[config.mk]
export PLATFORM = sky130hd
export DESIGN_NAME = banded_steering_position_stepper
export DESIGN_NICKNAME = d
export VERILOG_FILES = /design/src/hw/rtl/bsps_pkg.sv /design/src/hw/rtl/bsps_cfg.sv /design/src/hw/rtl/bsps_eval.sv /design/src/hw/rtl/banded_steering_position_stepper.sv
export SDC_FILE = /design/constraint.sdc
export NUM_CORES = 1
export LEC_CHECK = 0
export ABC_AREA = 0
export ABC_CLOCK_PERIOD_IN_PS = 13400
export BUFFER_PORTS_ARGS = -buffer_cell sky130_fd_sc_hd__buf_2
export CAP_MARGIN = 0
export CORE_UTILIZATION = 61
export DETAILED_ROUTE_END_ITERATION = 8
export GPL_ROUTABILITY_DRIVEN = 1
export HOLD_SLACK_MARGIN = 0.1
export PLACE_DENSITY = 0.95
export RECOVER_POWER = 25
export SYNTH_ARGS = -nofsm -noshare
export SYNTH_HDL_FRONTEND = slang
export SYNTH_HIERARCHICAL = 1
export SYNTH_SLANG_ARGS = --single-unit
[constraint.sdc]
create_clock -name clk -period 13.4 [get_ports clk]
set_clock_uncertainty 0.1 [all_clocks]
set_input_delay 0.67 -clock clk [delete_from_list [all_inputs] [get_ports clk]]
set_output_delay 0.67 -clock clk [all_outputs]
set_load 0.02 [all_outputs]
[src/hw/rtl/bsps_pkg.sv]
package bsps_pkg;

	typedef struct packed {
		logic              req_type;
		logic signed [7:0] goal_angle;
		logic signed [7:0] measured_angle;
	} bsps_in_t;

	typedef struct packed {
		logic [2:0]        status;
		logic [1:0]        drive_dir;
		logic [10:0]       pwm_compare;
		logic [4:0]        on_time_ms;
		logic [5:0]        off_time_ms;
		logic signed [7:0] move_target;
	} bsps_out_t;

	typedef struct packed {
		logic signed [7:0] angle_min;
		logic [6:0]        angle_max;
		logic [6:0]        tolerance;
		logic [5:0]        max_pulses;
		logic [7:0]        max_error;
	} bsps_cfg_t;

	typedef struct packed {
		logic              moving;
		logic signed [7:0] held_target;
		logic [6:0]        pulse_count;
		logic              final_check_due;
	} bsps_state_t;

	localparam logic REQ_START  = 1'b0;
	localparam logic REQ_SAMPLE = 1'b1;

	localparam logic [2:0] ST_IGNORED = 3'd0;
	localparam logic [2:0] ST_STARTED = 3'd1;
	localparam logic [2:0] ST_PULSE   = 3'd2;
	localparam logic [2:0] ST_REACHED = 3'd3;
	localparam logic [2:0] ST_INVALID = 3'd4;
	localparam logic [2:0] ST_TOO_BIG = 3'd5;
	localparam logic [2:0] ST_CLOSE   = 3'd6;
	localparam logic [2:0] ST_FAILED  = 3'd7;

	localparam logic [1:0] DIR_OFF = 2'd0;
	localparam logic [1:0] DIR_POS = 2'd1;
	localparam logic [1:0] DIR_NEG = 2'd2;

	localparam logic signed [7:0] ANGLE_INVALID = -8'sd127;

	localparam logic [7:0] BAND_HIGH = 8'd20;
	localparam logic [7:0] BAND_MID  = 8'd10;
	localparam logic [7:0] BAND_LOW  = 8'd5;

	localparam logic [10:0] PWM_HIGH = 11'd2000;
	localparam logic [10:0] PWM_MID  = 11'd1500;
	localparam logic [10:0] PWM_LOW  = 11'd1300;
	localparam logic [10:0] PWM_MIN  = 11'd1000;

	localparam logic [4:0] ON_HIGH = 5'd25;
	localparam logic [4:0] ON_MID  = 5'd22;
	localparam logic [4:0] ON_LOW  = 5'd20;
	localparam logic [4:0] ON_MIN  = 5'd17;

	localparam logic [5:0] OFF_PULSE = 6'd50;

	localparam logic [2:0] REG_ANGLE_MIN  = 3'd0;
	localparam logic [2:0] REG_ANGLE_MAX  = 3'd1;
	localparam logic [2:0] REG_TOLERANCE  = 3'd2;
	localparam logic [2:0] REG_MAX_PULSES = 3'd3;
	localparam logic [2:0] REG_MAX_ERROR  = 3'd4;

	localparam logic signed [7:0] RST_ANGLE_MIN  = -8'sd45;
	localparam logic [6:0]        RST_ANGLE_MAX  = 7'd45;
	localparam logic [6:0]        RST_TOLERANCE  = 7'd1;
	localparam logic [5:0]        RST_MAX_PULSES = 6'd25;
	localparam logic [7:0]        RST_MAX_ERROR  = 8'd180;

endpackage

[src/hw/rtl/bsps_cfg.sv]
module bsps_cfg
	import bsps_pkg::*;
(
	input  logic        clk,
	input  logic        arst_n,
	input  logic        psel,
	input  logic        penable,
	input  logic        pwrite,
	input  logic [4:0]  paddr,
	input  logic [31:0] pwdata,
	output logic [31:0] prdata,
	output logic        pready,
	output bsps_cfg_t   cfg
);

	logic [2:0] idx;
	logic       wr_en;
	bsps_cfg_t  cfg_q;

	assign pready = 1'b1;
	assign idx    = paddr[4:2];
	assign wr_en  = psel & penable & pwrite & pready;
	assign cfg    = cfg_q;

	always_ff @(posedge clk or negedge arst_n) begin
		if (!arst_n) begin
			cfg_q.angle_min  <= RST_ANGLE_MIN;
			cfg_q.angle_max  <= RST_ANGLE_MAX;
			cfg_q.tolerance  <= RST_TOLERANCE;
			cfg_q.max_pulses <= RST_MAX_PULSES;
			cfg_q.max_error  <= RST_MAX_ERROR;
		end else if (wr_en) begin
			unique case (idx)
				REG_ANGLE_MIN:  cfg_q.angle_min  <= $signed(pwdata[7:0]);
				REG_ANGLE_MAX:  cfg_q.angle_max  <= pwdata[6:0];
				REG_TOLERANCE:  cfg_q.tolerance  <= pwdata[6:0];
				REG_MAX_PULSES: cfg_q.max_pulses <= pwdata[5:0];
				REG_MAX_ERROR:  cfg_q.max_error  <= pwdata[7:0];
				default: ;
			endcase
		end
	end

	always_comb begin
		unique case (idx)
			REG_ANGLE_MIN:  prdata = {{24{cfg_q.angle_min[7]}}, cfg_q.angle_min};
			REG_ANGLE_MAX:  prdata = {25'd0, cfg_q.angle_max};
			REG_TOLERANCE:  prdata = {25'd0, cfg_q.tolerance};
			REG_MAX_PULSES: prdata = {26'd0, cfg_q.max_pulses};
			REG_MAX_ERROR:  prdata = {24'd0, cfg_q.max_error};
			default:        prdata = 32'd0;
		endcase
	end

endmodule

[src/hw/rtl/bsps_eval.sv]
module bsps_eval
	import bsps_pkg::*;
(
	input  bsps_in_t    item,
	input  bsps_state_t cur,
	input  bsps_cfg_t   cfg,
	output bsps_state_t nxt,
	output bsps_out_t   res
);

	logic signed [8:0] tgt_ext;
	logic signed [8:0] max_ext;
	logic signed [8:0] min_ext;
	logic signed [8:0] clamp_a;
	logic signed [8:0] clamp_b;
	logic signed [8:0] err;
	logic [8:0]        err_abs;
	logic [7:0]        mag;
	logic              within_tol;
	logic [6:0]        pc_inc;

	assign tgt_ext    = {item.goal_angle[7], item.goal_angle};
	assign max_ext    = $signed({2'b00, cfg.angle_max});
	assign min_ext    = {cfg.angle_min[7], cfg.angle_min};
	assign clamp_a    = (tgt_ext > max_ext) ? max_ext : tgt_ext;
	assign clamp_b    = (clamp_a < min_ext) ? min_ext : clamp_a;
	assign err        = {cur.held_target[7], cur.held_target}
	                  - {item.measured_angle[7], item.measured_angle};
	assign err_abs    = err[8] ? 9'(-err) : 9'(err);
	assign mag        = err_abs[7:0];
	assign within_tol = mag <= {1'b0, cfg.tolerance};
	assign pc_inc     = (cur.pulse_count <= {1'b0, cfg.max_pulses})
	                  ? cur.pulse_count + 7'd1 : cur.pulse_count;

	always_comb begin
		nxt             = cur;
		res.status      = ST_IGNORED;
		res.drive_dir   = DIR_OFF;
		res.pwm_compare = '0;
		res.on_time_ms  = '0;
		res.off_time_ms = '0;
		if (item.req_type == REQ_START) begin
			nxt.held_target     = clamp_b[7:0];
			nxt.moving          = 1'b1;
			nxt.pulse_count     = '0;
			nxt.final_check_due = 1'b0;
			res.status          = ST_STARTED;
		end else if (cur.moving) begin
			if (cur.final_check_due) begin
				res.status          = within_tol ? ST_CLOSE : ST_FAILED;
				nxt.moving          = 1'b0;
				nxt.final_check_due = 1'b0;
			end else if (item.measured_angle == ANGLE_INVALID) begin
				res.status = ST_INVALID;
				nxt.moving = 1'b0;
			end else if (within_tol) begin
				res.status = ST_REACHED;
				nxt.moving = 1'b0;
			end else if (mag > cfg.max_error) begin
				res.status = ST_TOO_BIG;
				nxt.moving = 1'b0;
			end else begin
				res.status      = ST_PULSE;
				res.drive_dir   = err[8] ? DIR_NEG : DIR_POS;
				res.off_time_ms = OFF_PULSE;
				if (mag > BAND_HIGH) begin
					res.pwm_compare = PWM_HIGH;
					res.on_time_ms  = ON_HIGH;
				end else if (mag > BAND_MID) begin
					res.pwm_compare = PWM_MID;
					res.on_time_ms  = ON_MID;
				end else if (mag > BAND_LOW) begin
					res.pwm_compare = PWM_LOW;
					res.on_time_ms  = ON_LOW;
				end else begin
					res.pwm_compare = PWM_MIN;
					res.on_time_ms  = ON_MIN;
				end
				nxt.pulse_count = pc_inc;
				if (pc_inc > {1'b0, cfg.max_pulses}) begin
					nxt.final_check_due = 1'b1;
				end
			end
		end
		res.move_target = nxt.held_target;
	end

endmodule

[src/hw/rtl/banded_steering_position_stepper.sv]
// Banded steering position stepper.
// Requests enter on in_valid/in_ready with an in_data struct: a start request
// clamps the target angle and arms a move, a sample request is judged against
// the held target and drives a pulse or ends the move; it is ignored when idle.
// Every request gives exactly one result on out_valid/out_ready (out_data).
// An accepted request sits in the input register while the compare and band
// select run; it moves on once the result register is free or being taken,
// and the result register then holds the outcome until it is taken.
// Throughput: one request per cycle while out_ready is high; the held target,
// pulse count and armed flags update in the same cycle that a result is written.
// When the receiver stalls, the result register holds its value and the input
// register holds one more request; in_ready drops once both are full and rises
// again as soon as the result is taken.
// Limits and thresholds sit on an APB port (32-bit data, registers at 4*i,
// pready tied high); write them only while no request is in flight.
// Reset clears the move state and loads the default limits; no result is
// pending after reset.
module banded_steering_position_stepper
	import bsps_pkg::*;
(
	input  logic        clk,
	input  logic        arst_n,
	input  logic        in_valid,
	output logic        in_ready,
	input  bsps_in_t    in_data,
	output logic        out_valid,
	input  logic        out_ready,
	output bsps_out_t   out_data,
	input  logic        psel,
	input  logic        penable,
	input  logic        pwrite,
	input  logic [4:0]  paddr,
	input  logic [31:0] pwdata,
	output logic [31:0] prdata,
	output logic        pready
);

	bsps_cfg_t   cfg;
	bsps_state_t state_q;
	bsps_state_t state_nxt;
	bsps_in_t    item_s1;
	logic        valid_s1;
	bsps_out_t   res_nxt;
	bsps_out_t   res_s2;
	logic        valid_s2;
	logic        advance;

	bsps_cfg u_cfg (
		.clk     (clk),
		.arst_n  (arst_n),
		.psel    (psel),
		.penable (penable),
		.pwrite  (pwrite),
		.paddr   (paddr),
		.pwdata  (pwdata),
		.prdata  (prdata),
		.pready  (pready),
		.cfg     (cfg)
	);

	bsps_eval u_eval (
		.item (item_s1),
		.cur  (state_q),
		.cfg  (cfg),
		.nxt  (state_nxt),
		.res  (res_nxt)
	);

	assign advance   = valid_s1 & (~valid_s2 | out_ready);
	assign in_ready  = ~valid_s1 | advance;
	assign out_valid = valid_s2;
	assign out_data  = res_s2;

	always_ff @(posedge clk or negedge arst_n) begin
		if (!arst_n) begin
			valid_s1 <= 1'b0;
			valid_s2 <= 1'b0;
			state_q  <= '0;
		end else begin
			if (in_ready) begin
				valid_s1 <= in_valid;
			end
			if (advance) begin
				valid_s2 <= 1'b1;
				state_q  <= state_nxt;
			end else if (out_ready) begin
				valid_s2 <= 1'b0;
			end
		end
	end

	always_ff @(posedge clk) begin
		if (in_ready & in_valid) begin
			item_s1 <= in_data;
		end
		if (advance) begin
			res_s2 <= res_nxt;
		end
	end

endmodule
* After elaboration in Yosys (flattened, before gate mapping)
Index checks and enable logic that the tools add are counted.
** Storage, ports and cells
- Register bits :: 107
- Input bits :: 61
- Output and inout bits :: 70
- Word-level logic and storage cells :: 106
** Operators by class
- $add $sub $neg :: 3
- Magnitude comparators :: 9
- Eq/ne operators :: 10
- Muxes and demuxes :: 36
- Bitwise logic cells :: 10
- Reductions and logical operators :: 14
** Operators with widths (count)
- case mux 32 bit (5 select lines) :: 1
- two-way mux 24 bit :: 4
- two-way mux 8 bit :: 8
- two-way mux 16 bit :: 3
- two-way mux 25 bit :: 1
- greater-than comparator 8 bit :: 2
- two-way mux 7 bit :: 2
- AND reduction 2 bit :: 7
- two-way mux 3 bit :: 4
- two-way mux 1 bit :: 11
- != test 2 bit, second input constant :: 5
- < comparator 9 x 8 -> 1 bit :: 1
- two-way mux 9 bit :: 1
- subtractor 8 x 8 -> 9 bit :: 1
- equality test 8 bit, second input constant :: 1
- greater-than comparator 8 x 3 -> 1 bit, second input constant :: 1
- greater-than comparator 8 x 4 -> 1 bit, second input constant :: 1
- greater-than comparator 8 x 5 -> 1 bit, second input constant :: 1
- less-or-equal comparator 8 x 7 -> 1 bit :: 1
- negation 8 bit :: 1
- OR reduction 8 bit :: 1
- adder 7 x 1 -> 7 bit, second input constant :: 1
- greater-than comparator 7 x 6 -> 1 bit :: 1
- less-or-equal comparator 7 x 6 -> 1 bit :: 1
- 13 further kinds :: 21

* Logic depth before layout (Yosys ltp)
- Depth in word-level cells :: 12
- Depth in mapped cells :: 22
- Mapped depth without buffers :: 21

* Hierarchy
Netlist, hierarchy kept.
** By module, submodules not included
- bsps_eval :: instances 1, cells each 388, area an instance 2708.8 um^2, sequential area each 0.0 um^2
- banded_steering_position_stepper :: instances 1, cells each 96, area an instance 2338.5 um^2, sequential area each 2037.0 um^2
- bsps_cfg :: instances 1, cells each 154, area an instance 1994.4 um^2, sequential area each 922.1 um^2

* Worst setup path before layout
OpenSTA, ideal clock, no wires.
- Path kind :: flip-flop to flip-flop
- Start point :: register state_q[8] (netlist name)
- End point :: register res_s2, in the netlist out_data[21], data pin
- Library setup time :: 127 ps
- Arrival :: 4710 ps
- Required time :: 13173 ps
- Setup slack :: 8463 ps
- Stages on the path, launching flop included :: 21
- Path buffers :: 2
- Period minus slack after synthesis :: 4937 ps
- Cells stage by stage :: dfrtp_1 inv_1 ha_1 inv_1 fa_1 a211oi_1 nor3_1 o21ai_1 nand2_1 xnor2_1 ha_1 o21ai_0 a21oi_1 o31a_1 and3_1 o32a_1 a2111o_1 o22a_1 buf_6 nor4_1 buf_4
** On the way
- Longest elaborated chain between the ends :: 6
- Elaborated cells between the ends (all ways) :: 11
- Classes of those cells :: add/sub: 2; order compare: 5; mux: 3; reduce/logical: 1
** Ends and longest elaborated chain
- start: declaration :: line banded_steering_position_stepper.sv:39 : bsps_state_t state_q;
- start signal: assignment :: line banded_steering_position_stepper.sv:85 : state_q <= state_nxt;
- subtractor 8 x 8 -> 9 bit * :: line bsps_eval.sv:28 : - {item.measured_angle[7], item.measured_angle};
- negation 8 bit :: line bsps_eval.sv:29 : assign err_abs = err[8] ? 9'(-err) : 9'(err);
- two-way mux 8 bit * :: line bsps_eval.sv:29
- greater-than comparator 8 x 3 -> 1 bit :: line bsps_eval.sv:72 : end else if (mag > BAND_LOW) begin
- two-way mux 16 bit :: line bsps_eval.sv:72
- two-way mux 16 bit :: line bsps_eval.sv:69 : end else if (mag > BAND_MID) begin
- end signal: assignment :: line banded_steering_position_stepper.sv:97 : res_s2 <= res_nxt;
- end: declaration :: line banded_steering_position_stepper.sv:44 : bsps_out_t res_s2;
Every way passes the cells marked *; elsewhere a longest branch is shown, timed or not.
A chain may end at the register's enable or synchronous reset.

* Final worst setup path
- Start point :: register state_q[8] (netlist name)
- End point :: register res_s2, in the netlist out_data[16], data pin
The elaborated chain is that of the path after synthesis.

==> results.py <==
metrics = {
    "power": {
        "power_frac_comb_pct": 53.6,
        "p_sw_share_pct": 43.8,
        "vdd_ir_drop_max_uv": 127,
        "pwr-share-clk_pct": 17.1,
        "power.internal_uw": 901,
        "power_density_nw_per_um2": 210,
        "switchingPower_uw": 702,
        "seq_power_share_pct": 29.3,
        "power_leakage_uw": 0.00344,
    },
    "global_routing": {
        "antenna_found_initial": 0,
        "grt_pass1_vias": 5117,
        "grt_max_degree": 56,
        "grt_use_total_pct": 27.7,
        "grt_remaining_overflow": 0,
        "grt_first_pass_wirelength_mm": 25.1,
    },
    "setup_path": {
        "cpMaxStageDelayCell": "xnor2_1",
        "worstPathCellList": "inv_1 -> ha_1 -> inv_1 -> fa_1 -> a211oi_1 -> nor3_1 -> o21ai_1 -> nand2_1 -> xnor2_1 -> ha_1 -> o21ai_0 -> a21oi_1 -> o31a_1 -> and3_1 -> o32a_1 -> a2111o_1 -> o22a_1 -> nor4_1",
        "cp.arrival_ps": 5710,
        "crit_family": "compound AO/OA/AOI/OAI gates",
        "worstSetupStartpointType": "flop",
        "crit_buf_inv": 2,
        "required_ps": 13420,
        "cp_max_fo": 11,
        "path_class": "reg2reg",
        "worstSetupEndpointType": "flop",
        "cp_slowest_stage_delay_ps": 540,
        "timing.rr.start": "state_q[8]",
        "cp-startpoint": "state_q[8]",
    },
    "clocking": {
        "h-tree-depth": 3,
        "cts_tree": "built",
        "clock-sinks": 107,
        "root_buffer": "clkbuf_16",
        "ctsLongestPathBuffers": 2,
        "hold_buffers": 0,
        "clk_pin_slew_ps": 70,
        "post_cts_buffers": 0,
        "cts.repair.resized": 0,
        "cts_buffers": 9,
        "clock_latency_ps": 360,
    },
    "sta": {
        "holdWs_ps": 386,
        "setup_viol": 0,
        "rsz0062_at_grt": "false",
        "slew_headroom_pct": -101,
        "tightestPinTransition_ps": 3020,
        "report.final.slew_viol_count": 56,
        "max_freq_mhz": 176,
        "timing.final.hold_violations": 0,
        "tns_ps": 0,
        "timing.final.crit_period_ps": 5690,
        "fin_crit_sh_pct": 42.5,
    },
    "synthesis": {
        "yosysTopAreaCell": "edfxtp_1",
        "avgSynthCellArea_um2": 11.0,
        "ys_ff_latch": 107,
        "synthArstFlopShare_pct": 51.4,
        "synth_common_cells": "inv_1, edfxtp_1, ha_1",
        "synth_top_area_share_pct": 22.2,
        "synth_edf_count": 52,
        "synth_cell_types": 76,
        "synth-seq-area-share_pct": 42.0,
        "netlist_instances": 638,
        "netlist_area_um2": 7040,
        "synth_area_leaders": "edfxtp_1, dfrtp_1, ha_1, mux2_2, dfstp_2",
        "yosys.cell_count.top_type": "inv_1",
        "yosysWarnings": 6,
        "ys.flop_type": "edfxtp_1",
    },
    "drt": {
        "finalWirelength_mm": 15.7,
        "ant_nets": 0,
        "firstDrtPassIters": 5,
        "wire_per_inst_um": 18.6,
        "drc": 0,
        "via_per_inst": 6.14,
        "via_count": 5161,
        "drt_iter0_markers": 369,
    },
    "cells_and_area": {
        "diodes": 0,
        "areaGrowthSynthToFinish_pct": 8.12,
        "drive_above_1_share_pct": 31.4,
        "nNetsFinal": 805,
    },
    "die": {
        "die_h_um": 109,
        "std_cell_rows": 38,
        "start_util_pct": 63.8,
        "dieArea_um2": 12000,
        "pin_count": 131,
        "fp.dieW_um": 109,
        "core_um2": 11000,
    },
    "worst_hold_path": {
        "hp-class": "in2reg",
        "hold_path_startpoint": "in_data[5]",
    },
    "flow_run": {
        "maxCapViolCount": 1,
    },
    "placement": {
        "portBuffers": 103,
        "routabilityCongestion": 0.929,
        "dpl.hpwl_mm": 11.7,
    },
    "status": {
        "violations": "max-capacitance violations, max-slew violations",
        "status": "complete, but fails checks",
    },
}
worst register-to-register path, stage by stage (launching register included):
cell and delay (ps):
dfrtp_1 370, inv_1 70, ha_1 160, inv_1 50, fa_1 410, a211oi_1 290
nor3_1 150, o21ai_1 450, nand2_1 130, xnor2_1 540, ha_1 370, o21ai_0 90
a21oi_1 70, o31a_1 290, and3_1 190, o32a_1 380, a2111o_1 520, o22a_1 370
nor4_1 460
sequential cells by signal, indices dropped and copies added, names as in the netlist:
register and count:
state_q 17, out_data 35, u_cfg/cfg 36, item_s1 17, valid_s1 1, out_valid 1
through the flow:
stage	util (%)	instance area, µm²	total power (µW)	instances	setup slack, ps
floorplan	-	7060	1130	642	8460
global placement	66.4	7320	1230	824	8030
detailed placement	66.4	7320	1300	824	7800
CTS	69.1	7620	1580	840	7750
global route	69.0	7610	1700	840	7190
finish	69.0	7610	1600	840	7710
cell usage in the layout (no fill, tap or decap), drive strengths merged, types with 7 or more instances in the layout:
cell	instances
edfxtp	52
buf	106
nor2b	7
nand2b	9
mux2i	9
o22ai	9
nor3	13
nand2	38
mux2	66
dfrtp	38
nor3b	11
nand3	11
clkbuf	11
o21a	8
o211ai	8
o21ai	14
a21oi	25
dfstp	17
xnor2	10
a21o	7
nor2	18
o31ai	8
inv	56
ha	48
final cells by class:
type / count / area [µm²]
Multi-Input combinational cell: 415 / 3430
Fill cell: 795 / 3420
Sequential cell: 107 / 2960
Timing Repair Buffer: 107 / 542
Clock buffer: 10 / 229
Inverter: 55 / 206
Tap cell: 140 / 175
Clock inverter: 6 / 73.8
cells by family after synthesis:
kind of cell    after synthesis  synth area share [%]
simple gates                145                  11.9
compound gates              124                  12.7
buf+inv                     120                  9.43
flops                       107                  42.0
mux                          75                  13.1
fa+ha+maj                    49                  8.81
xor+xnor                     16                  1.99
other cells                   2                 0.107
path summary, 6_finish.rpt:
check / end / slack, ps / cells after the start
min reg2reg: state_q[8] / 410 / 1
max reg2reg: out_data[16] / 7710 / 18
max in group asynchronous: valid_s1 / 10200 / 2
min: item_s1[5] / 390 / 1
max: out_data[16] / 7710 / 18
min in group asynchronous: u_cfg/cfg[10] / 1300 / 2
power groups by stage:
stage,clock (µW),sequential [µW],combinational (µW)
global placement,0,471,763
detailed placement,0,476,827
CTS,275,470,835
floorplan,0,486,644
global route,288,477,936
finish,273,470,860
routing by layer:
| layer | part of all wire (%) | vias up | wire, µm | track usage (%) |
|---|---|---|---|---|
| li1 | - | 2403 | - | - |
| met1 | 40 | 2494 | 6260 | 32.7 |
| met2 | 52 | 220 | 8080 | 48.9 |
| met3 | 5.1 | 44 | 791 | 4.80 |
| met4 | 3.4 | 0 | 534 | 13.4 |
| met5 | 0 | - | 0 | 0 |
Power figures use the tool's default switching activity.
